$ cat config.mk
export PLATFORM = sky130hd
export DESIGN_NAME = radix_to_ascii_digits_core
export DESIGN_NICKNAME = d
export VERILOG_FILES = /design/src/sv/r2a_pkg.sv /design/src/sv/r2a_front.sv /design/src/sv/r2a_queue.sv /design/src/sv/r2a_back.sv /design/src/sv/radix_to_ascii_digits_core.sv
export SDC_FILE = /design/constraint.sdc
export NUM_CORES = 1
export LEC_CHECK = 0
export BUFFER_PORTS_ARGS = -buffer_cell sky130_fd_sc_hd__buf_2
export CELL_PAD_IN_SITES_DETAIL_PLACEMENT = 1
export CELL_PAD_IN_SITES_GLOBAL_PLACEMENT = 2
export CORE_MARGIN = 2
export CORE_UTILIZATION = 32
export CTS_CLUSTER_SIZE = 14
export DETAILED_ROUTE_END_ITERATION = 10
export GPL_TIMING_DRIVEN = 0
export PLACE_DENSITY = 0.66
export RECOVER_POWER = 100
export SYNTH_ARGS = -nofsm -noshare
export SYNTH_HDL_FRONTEND = slang
export SYNTH_SLANG_ARGS = --single-unit
$ cat constraint.sdc
create_clock -name clk -period 20.6 [get_ports clk]
set_input_delay 0 -clock clk [delete_from_list [all_inputs] [get_ports clk]]
set_output_delay 0 -clock clk [all_outputs]
set_load 0.01 [all_outputs]
$ cat src/sv/r2a_pkg.sv
// ---------------------------------------------------------------------------
// r2a_pkg: shared constants and helpers for the radix to ASCII digit core
// Radix limits, division step size, queue depth and the digit to ASCII map.
// ---------------------------------------------------------------------------
`timescale 1ns / 1ps
`default_nettype none

package r2a_pkg;

  localparam int VALUE_BITS_DEF = 32;    // default converted value width
  localparam int IN_VALUE_W     = 32;    // width of the value field on the port
  localparam int RADIX_W        = 6;
  localparam int CHAR_W         = 7;
  localparam int STEP_BITS      = 8;     // quotient bits resolved per cycle
  localparam int QUEUE_DEPTH    = 2;

  localparam logic [RADIX_W-1:0] RADIX_MIN = 6'd2;
  localparam logic [RADIX_W-1:0] RADIX_MAX = 6'd36;

  localparam logic [CHAR_W-1:0] CHAR_ZERO   = 7'd48;  // '0'
  localparam logic [CHAR_W-1:0] CHAR_LETTER = 7'd55;  // 'A' - 10
  localparam logic [CHAR_W-1:0] CHAR_TOP    = 7'd90;  // 'Z'

  // 0..9 -> '0'..'9', 10..35 -> 'A'..'Z'; anything above clamps to 'Z'
  function automatic logic [CHAR_W-1:0] digit_char_of(input logic [RADIX_W-1:0] d);
    logic [CHAR_W-1:0] d_ext;
    d_ext = {1'b0, d};
    if (d < 6'd10) begin
      digit_char_of = CHAR_ZERO + d_ext;
    end else if (d < RADIX_MAX) begin
      digit_char_of = CHAR_LETTER + d_ext;
    end else begin
      digit_char_of = CHAR_TOP;
    end
  endfunction

endpackage

`default_nettype wire

$ cat src/sv/r2a_front.sv
// ---------------------------------------------------------------------------
// r2a_front: input classification
// Takes a transaction, clamps the radix into 2..36, trims the value to
// VALUE_BITS and hands the item to the queue.
// ---------------------------------------------------------------------------
`timescale 1ns / 1ps
`default_nettype none

module r2a_front import r2a_pkg::*; #(
  parameter int VALUE_BITS = VALUE_BITS_DEF
) (
  input  wire logic                  in_tvalid,
  output logic                       in_tready,
  input  wire logic [IN_VALUE_W-1:0] in_value,
  input  wire logic [RADIX_W-1:0]    in_radix,
  input  wire logic                  q_ready,
  output logic                       q_push,
  output logic [VALUE_BITS-1:0]      q_value,
  output logic [RADIX_W-1:0]         q_radix
);

  localparam int EXT_W = (VALUE_BITS > IN_VALUE_W) ? VALUE_BITS : IN_VALUE_W;

  logic [EXT_W-1:0] value_ext;

  assign value_ext = EXT_W'(in_value);
  assign q_value   = value_ext[VALUE_BITS-1:0];

  always_comb begin
    if (in_radix < RADIX_MIN) begin
      q_radix = RADIX_MIN;
    end else if (in_radix > RADIX_MAX) begin
      q_radix = RADIX_MAX;
    end else begin
      q_radix = in_radix;
    end
  end

  assign in_tready = q_ready;
  assign q_push    = in_tvalid & q_ready;

endmodule

`default_nettype wire

$ cat src/sv/r2a_queue.sv
// ---------------------------------------------------------------------------
// r2a_queue: short item queue between front and back
// Small register FIFO so the input side and the converter stall apart.
// ---------------------------------------------------------------------------
`timescale 1ns / 1ps
`default_nettype none

module r2a_queue import r2a_pkg::*; #(
  parameter int DATA_W = VALUE_BITS_DEF + RADIX_W
) (
  input  wire logic              clk,
  input  wire logic              rst_n,
  input  wire logic              push,
  input  wire logic [DATA_W-1:0] din,
  output logic                   push_ready,
  input  wire logic              pop,
  output logic                   pop_valid,
  output logic [DATA_W-1:0]      dout
);

  localparam int PTR_W = (QUEUE_DEPTH > 1) ? $clog2(QUEUE_DEPTH) : 1;
  localparam int CNT_W = $clog2(QUEUE_DEPTH + 1);

  logic [DATA_W-1:0] slot_r [QUEUE_DEPTH];
  logic [PTR_W-1:0]  wr_ptr_r;
  logic [PTR_W-1:0]  rd_ptr_r;
  logic [CNT_W-1:0]  count_r;

  assign push_ready = (count_r != CNT_W'(QUEUE_DEPTH));
  assign pop_valid  = (count_r != '0);
  assign dout       = slot_r[rd_ptr_r];

  always_ff @(posedge clk) begin
    if (push) begin
      slot_r[wr_ptr_r] <= din;
    end
  end

  always_ff @(posedge clk) begin
    if (!rst_n) begin
      wr_ptr_r <= '0;
      rd_ptr_r <= '0;
      count_r  <= '0;
    end else begin
      if (push) begin
        wr_ptr_r <= (wr_ptr_r == PTR_W'(QUEUE_DEPTH - 1)) ? '0 : wr_ptr_r + 1'b1;
      end
      if (pop) begin
        rd_ptr_r <= (rd_ptr_r == PTR_W'(QUEUE_DEPTH - 1)) ? '0 : rd_ptr_r + 1'b1;
      end
      if (push && !pop) begin
        count_r <= count_r + 1'b1;
      end else if (pop && !push) begin
        count_r <= count_r - 1'b1;
      end
    end
  end

endmodule

`default_nettype wire

$ cat src/sv/r2a_back.sv
// ---------------------------------------------------------------------------
// r2a_back: digit converter
// Divides the value by the radix over and over, STEP_BITS quotient bits per
// cycle, stacks the remainders as ASCII and plays them back MSD first.
// ---------------------------------------------------------------------------
`timescale 1ns / 1ps
`default_nettype none

module r2a_back import r2a_pkg::*; #(
  parameter int VALUE_BITS = VALUE_BITS_DEF
) (
  input  wire logic                  clk,
  input  wire logic                  rst_n,
  input  wire logic                  item_valid,
  output logic                       item_pop,
  input  wire logic [VALUE_BITS-1:0] item_value,
  input  wire logic [RADIX_W-1:0]    item_radix,
  output logic                       out_tvalid,
  input  wire logic                  out_tready,
  output logic [CHAR_W-1:0]          out_char,
  output logic                       out_tlast
);

  localparam int NCHUNK    = (VALUE_BITS + STEP_BITS - 1) / STEP_BITS;
  localparam int WORK_BITS = NCHUNK * STEP_BITS;
  localparam int CHUNK_W   = (NCHUNK > 1) ? $clog2(NCHUNK) : 1;
  localparam int ADDR_W    = $clog2(VALUE_BITS);

  typedef enum logic [1:0] {
    S_IDLE,
    S_DIV,
    S_EMIT
  } state_t;

  state_t               state_r;
  logic [WORK_BITS-1:0] work_r;      // dividend shifting out, quotient shifting in
  logic [RADIX_W-1:0]   rem_r;
  logic [RADIX_W-1:0]   radix_r;
  logic [CHUNK_W-1:0]   chunk_r;
  logic [ADDR_W-1:0]    idx_r;       // stack write index, then read pointer
  logic                 out_valid_r;
  logic                 out_last_r;
  logic [CHAR_W-1:0]    out_char_r;
  logic [CHAR_W-1:0]    stack_mem [VALUE_BITS];

  logic [WORK_BITS-1:0] work_step;
  logic [RADIX_W:0]     rem_step;
  logic                 div_done;
  logic                 quot_zero;
  logic                 push_en;
  logic                 out_load;

  // restoring division, STEP_BITS bits per cycle; remainder stays below radix
  always_comb begin
    logic [RADIX_W:0] rem_sh;
    work_step = work_r;
    rem_step  = {1'b0, rem_r};
    for (int i = 0; i < STEP_BITS; i++) begin
      rem_sh    = {rem_step[RADIX_W-1:0], work_step[WORK_BITS-1]};
      work_step = {work_step[WORK_BITS-2:0], 1'b0};
      if (rem_sh >= {1'b0, radix_r}) begin
        rem_sh       = rem_sh - {1'b0, radix_r};
        work_step[0] = 1'b1;
      end
      rem_step = rem_sh;
    end
  end

  assign div_done  = (chunk_r == CHUNK_W'(NCHUNK - 1));
  assign quot_zero = (work_step == '0);
  assign push_en   = (state_r == S_DIV) && div_done;
  assign item_pop  = (state_r == S_IDLE) && item_valid;
  assign out_load  = (state_r == S_EMIT) && (!out_valid_r || out_tready);

  always_ff @(posedge clk) begin
    if (!rst_n) begin
      state_r     <= S_IDLE;
      out_valid_r <= 1'b0;
    end else begin
      case (state_r)
        S_IDLE: begin
          if (item_valid) begin
            work_r  <= WORK_BITS'(item_value);
            radix_r <= item_radix;
            rem_r   <= '0;
            chunk_r <= '0;
            idx_r   <= '0;
            state_r <= S_DIV;
          end
        end
        S_DIV: begin
          work_r <= work_step;
          if (div_done) begin
            // quotient is now in work_r; start the next digit from a clean remainder
            rem_r   <= '0;
            chunk_r <= '0;
            if (quot_zero) begin
              state_r <= S_EMIT;
            end else begin
              idx_r <= idx_r + 1'b1;
            end
          end else begin
            rem_r   <= rem_step[RADIX_W-1:0];
            chunk_r <= chunk_r + 1'b1;
          end
        end
        S_EMIT: begin
          if (out_load) begin
            if (idx_r == '0) begin
              state_r <= S_IDLE;
            end else begin
              idx_r <= idx_r - 1'b1;
            end
          end
        end
        default: begin
          state_r <= S_IDLE;
        end
      endcase

      if (out_load) begin
        out_valid_r <= 1'b1;
        out_last_r  <= (idx_r == '0);
      end else if (out_tready) begin
        out_valid_r <= 1'b0;
      end
    end
  end

  // digit stack: the read register doubles as the output data register
  always_ff @(posedge clk) begin
    if (push_en) begin
      stack_mem[idx_r] <= digit_char_of(rem_step[RADIX_W-1:0]);
    end
    if (out_load) begin
      out_char_r <= stack_mem[idx_r];
    end
  end

  assign out_tvalid = out_valid_r;
  assign out_tlast  = out_last_r;
  assign out_char   = out_char_r;

endmodule

`default_nettype wire

$ cat src/sv/radix_to_ascii_digits_core.sv
// ---------------------------------------------------------------------------
// radix_to_ascii_digits_core: unsigned integer to ASCII digits, radix 2..36
// Front clamps the radix, a two-entry queue buffers items, the back end
// divides and returns the digits most significant first.
// ---------------------------------------------------------------------------
//  channel | dir | handshake          | payload
//  in_     | in  | in_tvalid/tready   | tdata: value[31:0], radix[37:32]
//  out_    | out | out_tvalid/tready  | tdata: digit_char[6:0]; tlast: last_digit
//
//  The shared divider resolves each digit STEP_BITS quotient bits at a time,
//  and the digits are then read back off the digit stack, most significant
//  first, before the next item is started. Reset is synchronous, active low,
//  and clears the control state only. The queue keeps taking items while the
//  divider works, as long as it has room, and the output register holds a
//  digit until it is taken.
// ---------------------------------------------------------------------------
`timescale 1ns / 1ps
`default_nettype none

module radix_to_ascii_digits_core import r2a_pkg::*; #(
  parameter int VALUE_BITS = VALUE_BITS_DEF
) (
  input  wire logic        clk,
  input  wire logic        rst_n,
  input  wire logic        in_tvalid,
  output logic             in_tready,
  input  wire logic [39:0] in_tdata,   // value[31:0], radix[37:32], zero[39:38]
  output logic             out_tvalid,
  input  wire logic        out_tready,
  output logic [7:0]       out_tdata,  // digit_char[6:0], zero[7]
  output logic             out_tlast   // last_digit
);

  localparam int ITEM_W = VALUE_BITS + RADIX_W;

  logic                  q_push;
  logic                  q_ready;
  logic                  q_pop;
  logic                  q_valid;
  logic [VALUE_BITS-1:0] f_value;
  logic [RADIX_W-1:0]    f_radix;
  logic [ITEM_W-1:0]     q_dout;
  logic [CHAR_W-1:0]     out_char;

  r2a_front #(
    .VALUE_BITS (VALUE_BITS)
  ) u_front (
    .in_tvalid (in_tvalid),
    .in_tready (in_tready),
    .in_value  (in_tdata[IN_VALUE_W-1:0]),
    .in_radix  (in_tdata[IN_VALUE_W+RADIX_W-1:IN_VALUE_W]),
    .q_ready   (q_ready),
    .q_push    (q_push),
    .q_value   (f_value),
    .q_radix   (f_radix)
  );

  r2a_queue #(
    .DATA_W (ITEM_W)
  ) u_queue (
    .clk        (clk),
    .rst_n      (rst_n),
    .push       (q_push),
    .din        ({f_radix, f_value}),
    .push_ready (q_ready),
    .pop        (q_pop),
    .pop_valid  (q_valid),
    .dout       (q_dout)
  );

  r2a_back #(
    .VALUE_BITS (VALUE_BITS)
  ) u_back (
    .clk        (clk),
    .rst_n      (rst_n),
    .item_valid (q_valid),
    .item_pop   (q_pop),
    .item_value (q_dout[VALUE_BITS-1:0]),
    .item_radix (q_dout[ITEM_W-1:VALUE_BITS]),
    .out_tvalid (out_tvalid),
    .out_tready (out_tready),
    .out_char   (out_char),
    .out_tlast  (out_tlast)
  );

  assign out_tdata = {1'b0, out_char};

  // the back end only pops when the queue holds an item
  a_pop_needs_item: assert property (@(posedge clk) disable iff (!rst_n)
    q_pop |-> q_valid)
    else $error("digit converter popped an empty queue");

  // every digit presented is a legal ASCII digit or capital letter
  a_digit_legal: assert property (@(posedge clk) disable iff (!rst_n)
    out_tvalid |-> ((out_tdata[6:0] >= CHAR_ZERO && out_tdata[6:0] <= 7'd57) ||
                    (out_tdata[6:0] >= 7'd65 && out_tdata[6:0] <= CHAR_TOP)))
    else $error("output digit outside 0-9 / A-Z");

  // nothing is presented right after reset
  a_reset_quiet: assert property (@(posedge clk)
    !rst_n |=> !out_tvalid)
    else $error("output valid right after reset");

endmodule

`default_nettype wire

==> impl_metrics.csv, run 1 <==
group,metric,value,unit
sta,report.final.slew_viol_count,62,
setup_path,crit_path_start_kind,"flop",
sta,worst_pin_slew,1.83,ns
cts,path_clk_slew,0.06,ns
routing,wl_per_cell,22.3,microns
yosys,ys_ff_latch,367,
run,maxCapViolations,2,
grt,grt_pass1_wl,71900,microns
yosys,synth_nets,1318,
cts,cts_sinks,367,
sta,min_period,19.24,ns
setup_path,r2r-start,"u_back.radix_r[5]",
place,hpwlAfterDp,32200,microns
yosys,syn_avg_cell_area,14.6,sq um
sta,relSlewSlack,-0.223,
yosys,syn_area,0.0176,sq mm
place,io_buffers,51,
floorplan,core_area,0.0541,sq mm
cells_and_area,multiInputGateArea,0.00654,sq mm
hold_path,holdCritStartpoint,"in_tdata[15]",
grt,gr-total-overflow,0,
sta,layout_setup_ws,1.36,ns
grt,antenna_found_initial,1,
yosys,synth_cells,1203,
grt,grt_pass1_vias,11534,
cts,clk_path_buf_depth,3,
cells_and_area,layout_commonest_cell,"edfxtp_1",
sta,holdWs,0.193,ns
floorplan,start_util,0.325,
cells_and_area,final_layout_size_suffix_gt1_frac,0.170,
routing,drt-pass1-iter-count,5,
place,pre_cts_slack,-3.47,ns
setup_path,critical_path_class,"flop to flop",
yosys,ys.warnings.count,0,
outcome,outcome,"complete, but fails checks",
cts,h-tree-depth,2,
cells_and_area,area_growth,19.0,%
routing,via_count,10881,
cts,cts-root-buf,"clkbuf_16",
yosys,synthArstFlopShare,0,
setup_path,path_common_cell,"ha_1",
routing,viasPerCell,5.19,
setup_path,worstPathRequired,20.88,ns
setup_path,critPathSlowestCell,"ha_2",
outcome,violations,"capacitance limit, slew limit",
floorplan,rows,85,
grt,grtUsageTotal,0.167,
routing,met3_wirelength,1660,microns
routing,ant_nets,0,
floorplan,fp.dieW,239,microns
setup_path,critPathArrivalTime,19.52,ns
floorplan,die_area,0.0569,sq mm
routing,wirelength,46700,microns
cts,cts_inserted_buffers,39,
yosys,synth.yosys.seq_area_share,0.621,
cts,insertion_delay,0.56,ns
yosys,synthFlopType,"edfxtp_1",
floorplan,die_h,239,microns
sta,setup_viol,0,
setup_path,crit_start,"u_back.radix_r[5]",
floorplan,io_pins,55,
cells_and_area,layout_common_cells,"edfxtp_1, nor2_1, clkbuf_1",
yosys,yosys.cell_types.count,86,
routing,first_iter_violations,637,
place,place_congestion,0.775,
cells_and_area,nets,1486,
routing,wl_met2,21800,microns
setup_path,path_max_fanout,24,
sta,skew,0.0216,ns
setup_path,endpoint_kind,"flop",
sta,period_share,0.934,
yosys,synth-edff-count,359,
sta,timing_hold_violations_final,0,
cells_and_area,fin_util,0.387,
routing,remaining_drc_errors,0,
sta,max_clock_freq,52.0,MHz
setup_path,slowest_delay,0.54,ns
routing,top_layer,"met4",
hold_path,worstHoldPathType,"primary input to flop",
routing,met1_length,22500,microns
cells_and_area,fill_cells,5523,
grt,grt_max_degree,33,
cts,tritoncts,"built",
cells_and_area,regArea,0.0109,sq mm
cells by family after synthesis:
| kind of cell | share of synthesized area |
|---|---|
| xor gates and xnor gates | 0.0164 |
| and+or+nand+nor | 0.0810 |
| DFF | 0.621 |
| other | 0.000213 |
| muxes | 0.114 |
| AOI/OAI and AO/OA | 0.0897 |
| adders and majority gates | 0.0548 |
| buffers and inverters | 0.0222 |
sequential cells by signal, summed over array words and instances, names as in the netlist, named ones only:
register and cells:
u_back.stack_mem 224, u_queue.slot_r 76, u_back.work_r 32, u_back.out_char 7, u_back.radix_r 6, u_back.rem_r 6, u_back.idx_r 5, u_back.chunk_r 2
u_back.state_r 2, u_queue.count_r 2, u_back.out_tlast 1, u_back.out_tvalid 1, u_queue.rd_ptr_r 1, u_queue.wr_ptr_r 1
cells in the mapped netlist (10+ instances only):
library cell,n,area [sq um]
a21o_1,18,135
a21oi_1,36,180
a22oi_1,28,210
and2_1,10,62.6
buf_1,10,37.5
clkbuf_1,27,101
edfxtp_1,359,10800
ha_1,62,776
inv_1,54,203
mux2_2,23,259
mux2i_1,43,430
mux4_2,56,1260
nand2_1,65,244
nand2b_1,18,113
nand3_1,10,50.1
nand4_1,15,93.8
nor2_1,86,323
nor2b_1,21,131
o21ai_0,61,305
xnor2_1,20,175
xor2_1,13,114
layout make-up:
class	count	area share
Tap cell	696	0.0416
Buffer	45	0.00979
Antenna cell	1	0.000119
Clock buffer	47	0.0490
Timing Repair Buffer	125	0.0442
Multi-Input combinational cell	739	0.312
Clock inverter	21	0.0106
Inverter	54	0.0104
Sequential cell	367	0.522
critical path: cells and delay by family, from the launching register on:
family | cells | cell delay (ns)
AOI/OAI and AO/OA | 42 | 9.74
adders and majority gates | 9 | 3.06
muxes | 9 | 2.78
buffers and inverters | 8 | 1.78
and+or+nand+nor | 8 | 1.17
DFF | 1 | 0.37
final timing paths:
| kind | to | slack (ns) | cells past startpoint |
|---|---|---|---|
| setup / recovery | u_back.stack_mem[22][1] | 1.36 | 76 |
| hold / removal | u_queue.slot_r[0][15] | 0.19 | 2 |
| setup reg to reg | u_back.stack_mem[22][1] | 1.36 | 76 |
| hold reg to reg | flop | 0.51 | 2 |
routing by layer:
layer  vias to the layer above  GRT usage
li1                       5033          -
met1                      5638      0.241
met2                       154      0.266
met3                        56     0.0275
met4                         0     0.0377
met5                         -          0
through the flow:
stage	instances	TNS [ns]	instance area, sq um
6_report	2095	0	21000
5_1_grt	2095	-0.0879	21000
4_1_cts	2088	0	20900
3_5_place_dp	1957	-709.84	18900
3_3_place_gp	1950	-837.92	18700
2_1_floorplan	1203	0	17600
repair_timing:
action | in CTS | in global routing
cloned | 1 | 1
resized for setup | 27 | 29
endpoints found under the setup margin | 238 | 228
endpoints found under the hold margin | 103 | 0
pin swaps | 5 | 3
hold buffers | 43 | 0
buffers inserted | 19 | 5
Power of run 1 is left out: the tool's default activity adds up to more than one toggle a clock period on the data nets, which glitch-free logic cannot reach.
==> run 2, diff against run 1 <==
--- a/config.mk
+++ b/config.mk
@@ -10,6 +10,7 @@
 export CELL_PAD_IN_SITES_GLOBAL_PLACEMENT = 2
 export CORE_MARGIN = 2
 export CORE_UTILIZATION = 32
+export CTS_BUF_LIST = sky130_fd_sc_hd__clkbuf_8
 export CTS_CLUSTER_SIZE = 14
 export DETAILED_ROUTE_END_ITERATION = 10
 export GPL_TIMING_DRIVEN = 0
==> constraint.sdc (replaced) <==
create_clock -name clk -period 20.6 [get_ports clk]
set_input_delay 0 -clock clk [delete_from_list [all_inputs] [get_ports clk]]
set_output_delay 0 -clock clk [all_outputs]
set_load 0.005 [all_outputs]
==> run 2 against run 1 <==
Compared with the run above: the flow still finishes with violations (capacitance limit, slew limit); non-clock buffer count increased by 3; via count increased by 1.0%; worst setup slack got worse by 0.028 ns; core utilization decreased by 0.34 points; clock-buffer cell count increased by 11; critical path depth increased by 3; critical endpoint is now u_back.stack_mem[3][1]; largest cell class unchanged; highest routed layer is now met5.
==> impl_metrics.csv, run 2 (synthesis gave the netlist of run 1 again) <==
group,metric,value,unit
outcome,outcome,"complete, but fails checks",
outcome,violations,"capacitance limit, slew limit",
grt,grt_max_degree,33,
setup_path,slowest_delay,0.54,ns
grt,grtUsageMet3,0.0293,
routing,viasPerCell,5.15,
grt,grt_pass1_vias,11643,
cts,insertion_delay,0.64,ns
sta,period_share,0.935,
cts,clk_path_buf_depth,3,
cells_and_area,layout_common_cells,"edfxtp_1, nor2_1, inv_1",
cells_and_area,largest_register,"u_back.stack_mem",
setup_path,endpoint_kind,"flop",
sta,relSlewSlack,-0.223,
routing,wl_per_cell,22.1,microns
setup_path,path_common_cell,"ha_1",
setup_path,critical_path.endpoint,"u_back.stack_mem[3][1]",
sta,holdWs,0.0992,ns
setup_path,crit_start,"u_back.radix_r[5]",
routing,via_count,10990,
floorplan,core_area,0.0541,sq mm
cts,path_clk_slew,0.06,ns
routing,ant_nets,0,
setup_path,critical_path_class,"flop to flop",
grt,grtUsageTotal,0.169,
sta,skew,0.0216,ns
floorplan,fp.dieW,239,microns
grt,grt_pass1_wl,72300,microns
sta,tns,0,ns
sta,worst_pin_slew,1.83,ns
routing,drt-pass1-iter-count,4,
grt,grt_use_met2,0.266,
cells_and_area,fin_util,0.384,
setup_path,path_max_fanout,24,
setup_path,critPathArrivalTime,19.63,ns
run,maxCapViolations,2,
sta,setup_viol,0,
grt,gr-total-overflow,0,
floorplan,start_util,0.325,
cells_and_area,top_regs,"u_back.stack_mem (224), u_queue.slot_r (76), u_back.work_r (32)",
place,io_buffers,51,
setup_path,worstPathRequired,20.97,ns
cells_and_area,final_layout_size_suffix_gt1_frac,0.182,
setup_path,critPathSlowestCell,"ha_2",
grt,antenna_found_initial,2,
sta,report.final.slew_viol_count,62,
floorplan,die_h,239,microns
sta,min_period,19.27,ns
place,place_congestion,0.775,
grt,grt.busiest_layer,"met2",
hold_path,worstHoldPathType,"primary input to flop",
grt,use_met1,0.243,
cts,tritoncts,"built",
sta,timing_hold_violations_final,0,
routing,first_iter_violations,667,
cells_and_area,area_growth,17.9,%
cells_and_area,layout_commonest_cell,"edfxtp_1",
place,dpl-instance-area,0.0189,sq mm
floorplan,rows,85,
cts,cts-root-buf,"clkbuf_8",
cts,h-tree-depth,2,
cells_and_area,nets,1507,
sta,max_clock_freq,51.9,MHz
routing,remaining_drc_errors,0,
cells_and_area,fin_area,0.0208,sq mm
setup_path,r2r_slack,1.33,ns
setup_path,crit_path_start_kind,"flop",
setup_path,reg2reg_depth,79,
cts,cts_sinks,367,
setup_path,r2r-start,"u_back.radix_r[5]",
setup_path,r2r-end,"u_back.stack_mem[3][1]",
floorplan,io_pins,55,
place,hpwlAfterDp,32200,microns
floorplan,die_area,0.0569,sq mm
cts,cts_inserted_buffers,57,
cells_and_area,largest_register_ffs,224,
routing,wirelength,47200,microns
[run 2: metal layers]
layer / vias up / share of wire
met5: - / 0.00028
met4: 2 / 0.017
met3: 64 / 0.042
met2: 194 / 0.46
met1: 5665 / 0.48
li1: 5065 / -
[run 2: worst min path at each step]
| stage | from | end | slack, ns | depth (start not counted) |
|---|---|---|---|---|
| 2_1_floorplan | in_tdata[0] | u_queue.slot_r[0][0] | 0.1 | 0 |
| 3_3_place_gp | in_tdata[9] | u_queue.slot_r[1][9] | 0.19 | 1 |
| 3_5_place_dp | in_tdata[15] | u_queue.slot_r[0][15] | 0.19 | 1 |
| 4_1_cts | in_tdata[2] | u_queue.slot_r[0][2] | 0.04 | 2 |
| 5_1_grt | in_tdata[9] | u_queue.slot_r[1][9] | 0.08 | 2 |
| 6_report | in_tdata[9] | u_queue.slot_r[0][9] | 0.1 | 2 |
[run 2: through the flow]
stage,worst slack (ns),std cells
finish,1.33,2132
global placement,-5.48,1950
detailed placement,-3.47,1957
floorplan,1.36,1203
global route,-0.0204,2132
CTS,0.0178,2124
[run 2: cell type report]
type                            instances  area (sq um)
Sequential cell                       367         10900
Antenna cell                            1          2.50
Multi-Input combinational cell        739          6540
Fill cell                            5559         33400
Clock inverter                         44           240
Clock buffer                           58           798
Inverter                               54           218
Buffer                                 45           205
Tap cell                              696           871
Timing Repair Buffer                  128           957
[run 2: critical path: cells and delay by family, from the launching register on]
kind / cells / cell delay (ns)
adder cells (fa/ha/maj): 9 / 2.87
buffers and inverters: 8 / 1.88
multiplexers: 9 / 2.91
AO/OA/AOI/OAI: 41 / 9.17
AND/OR/NAND/NOR: 12 / 1.70
flip-flops: 1 / 0.37
[run 2: what timing repair did]
action / 4_1_cts / 5_1_grt
hold buffers: 43 / 0
endpoints found under the hold margin: 112 / 0
pin swaps: 5 / 4
resized for setup: 27 / 27
gates cloned: 1 / 1
buffers inserted: 21 / 6
endpoints found under the setup margin: 238 / 228
Power of run 2 is left out for the same reason.
